File: src/design/vap_pkg.sv
// Package for the vibrance adjustment pixel pipeline.
// Holds pixel and gain types plus the fixed-point constants; depends on nothing.
`timescale 1ns / 1ps

package vap_pkg;

    localparam int PIX_W   = 8;
    localparam int GAIN_W  = 11;
    localparam int NUM_CH  = 3;

    typedef logic [PIX_W-1:0]         pix_t;
    typedef logic signed [GAIN_W-1:0] gain_t;

    // Channel positions inside the per-pixel arrays.
    localparam int CH_BLUE  = 0;
    localparam int CH_GREEN = 1;
    localparam int CH_RED   = 2;

    // Denominator 3 * 127 * 256 of the adjust term.
    localparam logic [16:0] VIB_DEN = 17'd97536;
    // The same denominator without its factor of 256.
    localparam logic [8:0]  VIB_DEN_HI = 9'd381;
    // floor(n / 381) == (n * VIB_RECIP) >> VIB_RECIP_SH for every n below 140985.
    localparam logic [15:0] VIB_RECIP    = 16'd44035;
    localparam int          VIB_RECIP_SH = 24;
    // Numerators at or above 255 * VIB_DEN give 255 once rounded and clamped.
    localparam logic signed [28:0] VIB_SAT_NUM = 29'sd24871680;
    // Half of VIB_DEN, the rounding tie point for the remainder.
    localparam logic [16:0] VIB_HALF = 17'd48768;

    // Number of register stages in the pipeline, one valid bit per stage.
    localparam int VAP_LATENCY = 7;

endpackage

File: src/design/vap_pixel_ifs.sv
// Handshake interfaces for incoming and adjusted pixels.
// Both carry valid, ready and a blue, green, red payload; they use vap_pkg types.
`timescale 1ns / 1ps

interface vap_in_if;
    import vap_pkg::*;

    logic valid;
    logic ready;
    pix_t blue_in;
    pix_t green_in;
    pix_t red_in;

    modport source (output valid, output blue_in, output green_in, output red_in,
                    input ready);
    modport sink   (input valid, input blue_in, input green_in, input red_in,
                    output ready);
endinterface

interface vap_out_if;
    import vap_pkg::*;

    logic valid;
    logic ready;
    pix_t blue_out;
    pix_t green_out;
    pix_t red_out;

    modport source (output valid, output blue_out, output green_out, output red_out,
                    input ready);
    modport sink   (input valid, input blue_out, input green_out, input red_out,
                    output ready);
endinterface

File: src/design/vibrance_adjust_pixel.sv
// Vibrance adjustment of one blue, green, red pixel per request, seven register stages.
// Throughput is one pixel per cycle; a stall on the output freezes all seven stages.
// Reset clears every stage valid bit and sets the gain register to zero.
// Depends on vap_pkg and the vap_in_if / vap_out_if interfaces.
`timescale 1ns / 1ps

module vibrance_adjust_pixel (
    input  logic           clk,
    input  logic           rst_n,
    input  logic           cfg_we,
    input  vap_pkg::gain_t cfg_wdata,
    vap_in_if.sink         pixel,
    vap_out_if.source      adjusted
);
    import vap_pkg::*;

    // The math per channel c, with M the largest channel and S the sum:
    //   num = c * 97536 - (M - c) * (3M - S) * gain
    //   out = sat(round_half_even(num / 97536))
    // Stage 1 finds M and 3M - S, stage 2 forms (M - c) * (3M - S), stage 3
    // applies the gain, stage 4 builds the numerator, stage 5 divides by a
    // reciprocal multiply, stage 6 forms the remainder and stage 7 rounds and
    // saturates into the output register.

    gain_t gain_reg;

    // The whole pipeline moves together; it only holds while the result in
    // the output register is waiting to be taken.
    logic advance;
    assign advance = !adjusted.valid || adjusted.ready;
    assign pixel.ready = advance;

    logic [VAP_LATENCY-1:0] vld_reg;
    logic [VAP_LATENCY-1:0] vld_next;

    // Stage registers.
    logic [NUM_CH-1:0][PIX_W-1:0] c1_reg, c2_reg, c3_reg;
    logic [PIX_W-1:0]             max1_reg;
    logic [8:0]                   spread1_reg;
    logic [NUM_CH-1:0][16:0]      dist2_reg;
    logic [NUM_CH-1:0][27:0]      adj3_reg;
    logic [NUM_CH-1:0][28:0]      num4_reg;
    logic [NUM_CH-1:0][7:0]       quo5_reg, quo6_reg;
    logic [NUM_CH-1:0][16:0]      hi5_reg;
    logic [NUM_CH-1:0][7:0]       lo5_reg, lo6_reg;
    logic [NUM_CH-1:0]            neg5_reg, neg6_reg, sat5_reg, sat6_reg;
    logic [NUM_CH-1:0][8:0]       rem6_reg;
    logic [NUM_CH-1:0][PIX_W-1:0] res7_reg;

    // Next values.
    logic [NUM_CH-1:0][PIX_W-1:0] c1_next;
    logic [PIX_W-1:0]             max1_next;
    logic [8:0]                   spread1_next;
    logic [NUM_CH-1:0][16:0]      dist2_next;
    logic [NUM_CH-1:0][27:0]      adj3_next;
    logic [NUM_CH-1:0][28:0]      num4_next;
    logic [NUM_CH-1:0][7:0]       quo5_next;
    logic [NUM_CH-1:0][16:0]      hi5_next;
    logic [NUM_CH-1:0][7:0]       lo5_next;
    logic [NUM_CH-1:0]            neg5_next, sat5_next;
    logic [NUM_CH-1:0][8:0]       rem6_next;
    logic [NUM_CH-1:0][PIX_W-1:0] res7_next;

    assign vld_next = {vld_reg[VAP_LATENCY-2:0], pixel.valid};

    // Stage 1: largest channel and 3M - S, which never exceeds 510.
    always_comb
    begin
        logic [PIX_W-1:0] bg_max;
        logic [9:0]       sum;
        logic [9:0]       triple;
        logic [9:0]       spread;
        c1_next[CH_BLUE]  = pixel.blue_in;
        c1_next[CH_GREEN] = pixel.green_in;
        c1_next[CH_RED]   = pixel.red_in;
        bg_max    = (pixel.green_in > pixel.blue_in) ? pixel.green_in : pixel.blue_in;
        max1_next = (pixel.red_in > bg_max) ? pixel.red_in : bg_max;
        sum    = 10'(pixel.blue_in) + 10'(pixel.green_in) + 10'(pixel.red_in);
        triple = 10'(max1_next) + 10'({max1_next, 1'b0});
        spread = triple - sum;
        spread1_next = spread[8:0];
    end

    // Stage 2: distance to the maximum times the spread; zero for a maximal channel.
    always_comb
    begin
        logic [PIX_W-1:0] gap;
        for (int i = 0; i < NUM_CH; i++)
        begin
            gap           = max1_reg - c1_reg[i];
            dist2_next[i] = 17'(gap) * 17'(spread1_reg);
        end
    end

    // Stage 3: scale by the signed gain; the magnitude stays below 2^27.
    always_comb
    begin
        logic signed [28:0] prod;
        for (int i = 0; i < NUM_CH; i++)
        begin
            prod         = 29'($signed({1'b0, dist2_reg[i]})) * 29'(gain_reg);
            adj3_next[i] = prod[27:0];
        end
    end

    // Stage 4: full numerator in 29-bit two's complement.
    always_comb
    begin
        logic [24:0]        base;
        logic signed [28:0] num;
        for (int i = 0; i < NUM_CH; i++)
        begin
            base         = 25'(c3_reg[i]) * 25'(VIB_DEN);
            num          = $signed({4'b0000, base}) - 29'($signed(adj3_reg[i]));
            num4_next[i] = num;
        end
    end

    // Stage 5: classify the numerator and divide its upper part by 381.
    // Out of the saturated and non-positive ranges the numerator fits 25 bits.
    always_comb
    begin
        logic signed [28:0] num;
        logic [32:0]        prod;
        for (int i = 0; i < NUM_CH; i++)
        begin
            num          = $signed(num4_reg[i]);
            neg5_next[i] = (num <= 29'sd0);
            sat5_next[i] = (num >= VIB_SAT_NUM);
            hi5_next[i]  = num4_reg[i][24:8];
            lo5_next[i]  = num4_reg[i][7:0];
            prod         = 33'(hi5_next[i]) * 33'(VIB_RECIP);
            quo5_next[i] = prod[VIB_RECIP_SH+7:VIB_RECIP_SH];
        end
    end

    // Stage 6: remainder of the upper part, below 381.
    always_comb
    begin
        logic [16:0] back;
        logic [16:0] rem;
        for (int i = 0; i < NUM_CH; i++)
        begin
            back         = 17'(quo5_reg[i]) * 17'(VIB_DEN_HI);
            rem          = hi5_reg[i] - back;
            rem6_next[i] = rem[8:0];
        end
    end

    // Stage 7: round half to even, then clamp. Below the saturation point the
    // rounded quotient never passes 255, so the increment cannot wrap.
    always_comb
    begin
        logic [16:0] rem;
        logic        round_up;
        for (int i = 0; i < NUM_CH; i++)
        begin
            rem      = {rem6_reg[i], lo6_reg[i]};
            round_up = (rem > VIB_HALF) || ((rem == VIB_HALF) && quo6_reg[i][0]);
            if (neg6_reg[i])
            begin
                res7_next[i] = '0;
            end
            else if (sat6_reg[i])
            begin
                res7_next[i] = '1;
            end
            else
            begin
                res7_next[i] = quo6_reg[i] + PIX_W'(round_up);
            end
        end
    end

    // Control state: gain register and the valid bit of every stage.
    always_ff @(posedge clk or negedge rst_n)
    begin
        if (!rst_n)
        begin
            gain_reg <= '0;
            vld_reg  <= '0;
        end
        else
        begin
            if (cfg_we)
            begin
                gain_reg <= cfg_wdata;
            end
            if (advance)
            begin
                vld_reg <= vld_next;
            end
        end
    end

    // Datapath registers carry no reset; their valid bits qualify them.
    always_ff @(posedge clk)
    begin
        if (advance)
        begin
            c1_reg      <= c1_next;
            max1_reg    <= max1_next;
            spread1_reg <= spread1_next;
            c2_reg      <= c1_reg;
            dist2_reg   <= dist2_next;
            c3_reg      <= c2_reg;
            adj3_reg    <= adj3_next;
            num4_reg    <= num4_next;
            quo5_reg    <= quo5_next;
            hi5_reg     <= hi5_next;
            lo5_reg     <= lo5_next;
            neg5_reg    <= neg5_next;
            sat5_reg    <= sat5_next;
            quo6_reg    <= quo5_reg;
            lo6_reg     <= lo5_reg;
            neg6_reg    <= neg5_reg;
            sat6_reg    <= sat5_reg;
            rem6_reg    <= rem6_next;
            res7_reg    <= res7_next;
        end
    end

    assign adjusted.valid     = vld_reg[VAP_LATENCY-1];
    assign adjusted.blue_out  = res7_reg[CH_BLUE];
    assign adjusted.green_out = res7_reg[CH_GREEN];
    assign adjusted.red_out   = res7_reg[CH_RED];

endmodule

File: src/flat_wrapper.sv
// flat-port wrapper written by rule: the top's interface ports become plain ports
module vibrance_adjust_pixel_flat import vap_pkg::*;
  (clk, rst_n, cfg_we, cfg_wdata, pixel_valid, pixel_blue_in, pixel_green_in, pixel_red_in, pixel_ready, adjusted_valid, adjusted_blue_out, adjusted_green_out, adjusted_red_out, adjusted_ready);
  vap_in_if pixel_i ();
  vap_out_if adjusted_i ();
  input  logic clk;
  input  logic rst_n;
  input  logic cfg_we;
  input  vap_pkg::gain_t cfg_wdata;
  input wire logic [$bits(pixel_i.valid)-1:0] pixel_valid;
  input wire logic [$bits(pixel_i.blue_in)-1:0] pixel_blue_in;
  input wire logic [$bits(pixel_i.green_in)-1:0] pixel_green_in;
  input wire logic [$bits(pixel_i.red_in)-1:0] pixel_red_in;
  output wire logic [$bits(pixel_i.ready)-1:0] pixel_ready;
  output wire logic [$bits(adjusted_i.valid)-1:0] adjusted_valid;
  output wire logic [$bits(adjusted_i.blue_out)-1:0] adjusted_blue_out;
  output wire logic [$bits(adjusted_i.green_out)-1:0] adjusted_green_out;
  output wire logic [$bits(adjusted_i.red_out)-1:0] adjusted_red_out;
  input wire logic [$bits(adjusted_i.ready)-1:0] adjusted_ready;
  assign pixel_i.valid = pixel_valid;
  assign pixel_i.blue_in = pixel_blue_in;
  assign pixel_i.green_in = pixel_green_in;
  assign pixel_i.red_in = pixel_red_in;
  assign pixel_ready = pixel_i.ready;
  assign adjusted_valid = adjusted_i.valid;
  assign adjusted_blue_out = adjusted_i.blue_out;
  assign adjusted_green_out = adjusted_i.green_out;
  assign adjusted_red_out = adjusted_i.red_out;
  assign adjusted_i.ready = adjusted_ready;
  vibrance_adjust_pixel u_core (.clk(clk), .rst_n(rst_n), .cfg_we(cfg_we), .cfg_wdata(cfg_wdata), .pixel(pixel_i), .adjusted(adjusted_i));
endmodule
File: config.mk
export PLATFORM = sky130hd
export DESIGN_NAME = vibrance_adjust_pixel_flat
export DESIGN_NICKNAME = d
export VERILOG_FILES = /design/src/design/vap_pkg.sv /design/src/design/vap_pixel_ifs.sv /design/src/design/vibrance_adjust_pixel.sv /design/src/flat_wrapper.sv
export SDC_FILE = /design/constraint.sdc
export NUM_CORES = 2
export LEC_CHECK = 0
export ABC_AREA = 1
export BUFFER_PORTS_ARGS = -buffer_cell sky130_fd_sc_hd__buf_2
export CORE_MARGIN = 1.5
export CORE_UTILIZATION = 40
export DETAILED_ROUTE_END_ITERATION = 8
export GPL_TIMING_DRIVEN = 0
export HOLD_SLACK_MARGIN = 0.06
export PLACE_DENSITY = 0.69
export SETUP_SLACK_MARGIN = 0.05
export SLEW_MARGIN = 20
export SYNTH_ARGS = -nofsm -noshare
export SYNTH_HDL_FRONTEND = slang
export SYNTH_SLANG_ARGS = --single-unit
File: constraint.sdc
create_clock -name clk -period 34.9 [get_ports clk]
set_input_delay 10.47 -clock clk [delete_from_list [all_inputs] [get_ports clk]]
set_output_delay 10.47 -clock clk [all_outputs]
set_load 0.05 [all_outputs]
==> impl_results.html <==
<table>
<tr><th>Metric</th><th>Value</th></tr>
<tr><th colspan="2">Routing</th></tr>
<tr><td>Via-to-Cell Ratio</td><td>4.98</td></tr>
<tr><td>Wire length per cell after detailed routing</td><td>15.9 um</td></tr>
<tr><td>Number of design-rule violations left by the first detailed-router iteration</td><td>2903</td></tr>
<tr><td>Final ANT Viol Nets</td><td>0</td></tr>
<tr><td>DR pass1 iterations</td><td>6</td></tr>
<tr><td>Remaining routing DRC violations</td><td>0</td></tr>
<tr><td>Vias post-DR</td><td>49600</td></tr>
<tr><td>Aggregate routed wire length</td><td>158000 um</td></tr>
<tr><th colspan="2">Global routing</th></tr>
<tr><td>Remaining global-route overflow</td><td>0</td></tr>
<tr><td>Via count of the first global-routing pass</td><td>51200</td></tr>
<tr><td>Total Routing Usage GR</td><td>0.185</td></tr>
<tr><td>Wire length of the first global-routing pass</td><td>261000 um</td></tr>
<tr><td>Maximum number of pins on one net before global-route repair</td><td>93</td></tr>
<tr><td>Antenna violations before repair</td><td>4</td></tr>
<tr><th colspan="2">STA</th></tr>
<tr><td>Portion of the clock cycle consumed by the worst path in the final layout</td><td>0.641</td></tr>
<tr><td>Setup repair after global routing missed its margin</td><td>no</td></tr>
<tr><td>Max transition margin</td><td>0.171</td></tr>
<tr><td>Skew final</td><td>0.0559 ns</td></tr>
<tr><td>Least-Margin Pin Slew</td><td>1.24 ns</td></tr>
<tr><td>Max Clock Freq</td><td>0.0447 GHz</td></tr>
<tr><td>Number of pins with negative max-slew slack in the final report</td><td>0</td></tr>
<tr><td>Setup-failing EPs final</td><td>0</td></tr>
<tr><td>Final critical-path required period</td><td>22.36 ns</td></tr>
<tr><td>Hold Violations, Final</td><td>0</td></tr>
<tr><td>Hold slack final</td><td>0.414 ns</td></tr>
<tr><td>Aggregate negative setup slack</td><td>0 ns</td></tr>
<tr><th colspan="2">Cells and area</th></tr>
<tr><td># nets final</td><td>9611</td></tr>
<tr><td>Final Non-Filler Cells</td><td>9963</td></tr>
<tr><td>Share of cells above drive strength 1</td><td>0.0484</td></tr>
<tr><td>Area used by multi-input combinational logic</td><td>45800 sq um</td></tr>
<tr><td>Flip-flop count of the largest register, all copies and words added</td><td>84</td></tr>
<tr><td>Filler Cell Count</td><td>16300</td></tr>
<tr><td>Storage element area</td><td>15400 sq um</td></tr>
<tr><td>Area growth syn-to-layout</td><td>7.95%</td></tr>
<tr><th colspan="2">Clocking</th></tr>
<tr><td>TritonCTS buffer count</td><td>61</td></tr>
<tr><td>Number of buffers on the longest clock path</td><td>3</td></tr>
<tr><td>Worst-path clk slew</td><td>0.06 ns</td></tr>
<tr><td>Setup repair bufs after CTS</td><td>0</td></tr>
<tr><td>TritonCTS Sinks</td><td>515</td></tr>
<tr><td>TritonCTS clock tree</td><td>built</td></tr>
<tr><td>CTS HTree Levels</td><td>2</td></tr>
<tr><td>Quantity of gates resized following cts</td><td>0</td></tr>
<tr><td>Clock root cell</td><td>sky130_fd_sc_hd__clkbuf_16</td></tr>
<tr><td>Count of hold-fix buffers inserted at cts</td><td>0</td></tr>
<tr><td>Clock latency at the later pin of the worst-skew pair</td><td>0.70 ns</td></tr>
<tr><th colspan="2">Floorplan</th></tr>
<tr><td>Floorplan die area</td><td>173000 sq um</td></tr>
<tr><td>Height of the die</td><td>416 um</td></tr>
<tr><td>Row count</td><td>151</td></tr>
<tr><td>Starting density of the core</td><td>0.403</td></tr>
<tr><td>Chip width</td><td>416 um</td></tr>
<tr><td>Placeable core region</td><td>170000 sq um</td></tr>
<tr><td>I/O pin total</td><td>66</td></tr>
<tr><th colspan="2">Synthesis</th></tr>
<tr><td>Count of state elements after synthesis</td><td>515</td></tr>
<tr><td>Distinct cells, synth</td><td>68</td></tr>
<tr><td>Most instantiated flip-flop cell in the synthesis netlist</td><td>sky130_fd_sc_hd__edfxtp_1</td></tr>
<tr><td>Number of nets produced by synthesis</td><td>9477</td></tr>
<tr><td>Count of flip-flops with a built-in enable after synthesis</td><td>497</td></tr>
<tr><td>Post-synthesis instance total</td><td>7556</td></tr>
<tr><td>Post-synthesis cell area</td><td>68400 sq um</td></tr>
<tr><td>FFs w/ async S/R, synth</td><td>0.0350</td></tr>
<tr><td>Total number of yosys warnings</td><td>0</td></tr>
<tr><td>Portion of the post-synthesis area used by sequential elements</td><td>0.225</td></tr>
<tr><td>Post-Syn Area per Cell</td><td>9.05 sq um</td></tr>
<tr><th colspan="2">Placed design</th></tr>
<tr><td>Buffers on Ports</td><td>65</td></tr>
<tr><td>Number of cells in the design after placement</td><td>9845</td></tr>
<tr><td>Sum of net half-perimeters after detailed placement</td><td>133000 um</td></tr>
<tr><td>Routability Congestion</td><td>0.912</td></tr>
<tr><th colspan="2">Setup path</th></tr>
<tr><td>Depth of the most critical reg-to-reg path</td><td>17</td></tr>
<tr><td>Largest driver fanout on the critical path</td><td>85</td></tr>
<tr><td>CP peak stage delay</td><td>0.37 ns</td></tr>
<tr><td>Data arrival at the endpoint of the critical path</td><td>11.89 ns</td></tr>
<tr><td>Critical Path End Type</td><td>primary output</td></tr>
<tr><td>Worst flop-to-flop path startpoint</td><td>u_core.gain_reg[10]$_DFFE_PN0P_</td></tr>
<tr><td>Reg2reg setup slack</td><td>28.65 ns</td></tr>
<tr><td>Crit path launch</td><td>adjusted_ready</td></tr>
<tr><td>Critical Path, Cell by Cell</td><td>buf_2 -&gt; inv_1 -&gt; nand2_1 -&gt; clkbuf_8 -&gt; buf_16 -&gt; buf_2</td></tr>
<tr><td>WS Path Type</td><td>input port to primary output</td></tr>
<tr><td>Slowest cell on the critical path</td><td>sky130_fd_sc_hd__buf_2</td></tr>
<tr><td>CP required</td><td>24.43 ns</td></tr>
<tr><td>Crit path launch type</td><td>input port</td></tr>
<tr><td>Critical path destination</td><td>pixel_ready</td></tr>
<tr><td>Worst flop-to-flop path endpoint</td><td>u_core.adj3_reg[76]$_DFFE_PP_</td></tr>
<tr><td>Library cell appearing most often on the critical path</td><td>sky130_fd_sc_hd__buf_2</td></tr>
<tr><th colspan="2">Job</th></tr>
<tr><td>Number of max-cap violations</td><td>0</td></tr>
<tr><th colspan="2">Outcome</th></tr>
<tr><td>Outcome</td><td>complete, no violations</td></tr>
<tr><th colspan="2">Min path</th></tr>
<tr><td>HP Class</td><td>flip-flop to flip-flop</td></tr>
</table>
## synthesized netlist by cell type, types with 6 or more instances
cell | instances | area (sq um)
sky130_fd_sc_hd__nand2_1 | 1328 | 4980
sky130_fd_sc_hd__o21ai_2 | 27 | 236
sky130_fd_sc_hd__nand4_1 | 54 | 338
sky130_fd_sc_hd__nor4_1 | 19 | 119
sky130_fd_sc_hd__a21oi_2 | 13 | 114
sky130_fd_sc_hd__nor3_1 | 69 | 345
sky130_fd_sc_hd__edfxtp_1 | 497 | 14900
sky130_fd_sc_hd__a31oi_1 | 38 | 238
sky130_fd_sc_hd__o21ai_0 | 185 | 926
sky130_fd_sc_hd__a21o_1 | 33 | 248
sky130_fd_sc_hd__clkbuf_1 | 137 | 514
sky130_fd_sc_hd__nand3_2 | 7 | 70.1
sky130_fd_sc_hd__or2_2 | 56 | 350
sky130_fd_sc_hd__mux2_2 | 11 | 124
sky130_fd_sc_hd__o21bai_1 | 21 | 158
sky130_fd_sc_hd__o21bai_2 | 6 | 67.6
sky130_fd_sc_hd__o21ai_1 | 20 | 100
sky130_fd_sc_hd__nand3_1 | 195 | 976
sky130_fd_sc_hd__a21oi_1 | 347 | 1740
sky130_fd_sc_hd__ha_1 | 1101 | 13800
sky130_fd_sc_hd__xnor2_1 | 125 | 1090
sky130_fd_sc_hd__fa_1 | 780 | 15600
sky130_fd_sc_hd__nand3b_1 | 19 | 143
sky130_fd_sc_hd__xor2_1 | 197 | 1730
sky130_fd_sc_hd__o211ai_1 | 8 | 60.1
sky130_fd_sc_hd__nor2_2 | 13 | 81.3
sky130_fd_sc_hd__o41ai_1 | 6 | 52.6
sky130_fd_sc_hd__nand2_2 | 9 | 56.3
sky130_fd_sc_hd__inv_2 | 24 | 90.1
sky130_fd_sc_hd__inv_1 | 1733 | 6500
sky130_fd_sc_hd__dfrtp_1 | 18 | 450
sky130_fd_sc_hd__nor2_1 | 380 | 1430
## worst min path at each step
stage	start	to	slack, ns	cells past startpoint
after global routing	u_core.lo5_reg[21]$_DFFE_PP_	u_core.lo6_reg[21]$_DFFE_PP_	0.42	0
after global placement	u_core.lo5_reg[10]$_DFFE_PP_	u_core.lo6_reg[10]$_DFFE_PP_	0.40	0
after detailed placement	u_core.c2_reg[16]$_DFFE_PP_	u_core.c3_reg[16]$_DFFE_PP_	0.40	0
after CTS	u_core.lo5_reg[19]$_DFFE_PP_	u_core.lo6_reg[19]$_DFFE_PP_	0.41	0
final	u_core.c2_reg[16]$_DFFE_PP_	u_core.c3_reg[16]$_DFFE_PP_	0.41	0
after floorplan	u_core.c2_reg[0]$_DFFE_PP_	u_core.c3_reg[0]$_DFFE_PP_	0.40	0
## routing by layer
| layer | wire length, um | GRT usage | up-vias |
|---|---|---|---|
| met5 | 11 | 0 | - |
| met4 | 6000 | 0.0654 | 2 |
| met3 | 8190 | 0.0239 | 282 |
| met2 | 74200 | 0.314 | 1217 |
| met1 | 70000 | 0.242 | 24000 |
| li1 | - | - | 24100 |
## kinds of logic (layout without fill, tap and decap cells)
family                   count (synthesis)  count (layout)  synth area share
AO/OA/AOI/OAI                          748             748            0.0637
buffers and inverters                 1901            2088             0.105
XOR/XNOR                               324             324            0.0417
multiplexers                            11              11           0.00181
AND/OR/NAND/NOR                       2176            2176             0.133
flip-flops                             515             515             0.225
adder cells (fa/ha/maj)               1881            1881             0.430
other                                    0               2                 0
## worst max-delay path: cells and delay by family
kind | cells | cell delay [ns]
and+or+nand+nor | 1 | 0.12
buffers and inverters | 5 | 1.14
## through the flow
stage	util	setup slack (ns)	cell area, sq um
2_1_floorplan	-	7.32	68400
3_3_place_gp	0.421	3.54	71500
3_5_place_dp	0.422	12.54	71700
4_1_cts	0.435	12.54	73800
5_1_grt	0.435	12.44	73800
6_report	0.435	12.54	73800
## cells in the final DEF, fill, tap and decap left out, drive strengths merged, types with 2 or more instances in the layout
master / count
a211oi: 2
o21ai: 233
diode: 2
nand2b: 2
o221ai: 3
clkbuf: 204
nand4: 55
nand3b: 19
o31ai: 5
nor3: 74
and2: 4
fa: 780
o211a: 3
xor2: 199
nand2: 1338
dfrtp: 18
o2111ai: 5
edfxtp: 497
bufinv: 10
ha: 1101
mux2: 11
buf: 76
xnor2: 125
o21a: 5
nor4: 20
o21bai: 28
inv: 1764
a31oi: 38
nand3: 202
o41ai: 6
clkinv: 28
a21boi: 9
nor2: 396
o211ai: 11
nor3b: 3
a21oi: 362
or2: 59
clkinvlp: 6
and3: 3
a21o: 33
## cell type report
type | instances | area share
antenna | 2 | 0.0000678
timing repair buffer | 71 | 0.00665
clock buffer | 67 | 0.0210
buffer | 142 | 0.00761
sequential | 515 | 0.208
clock inverter | 49 | 0.00815
inverter | 1759 | 0.0895
tap | 2218 | 0.0376
multi-input combinational | 5140 | 0.621
Power is not shown: default switching activity piles up to over one toggle a cycle in this logic, so the estimate is an artifact.
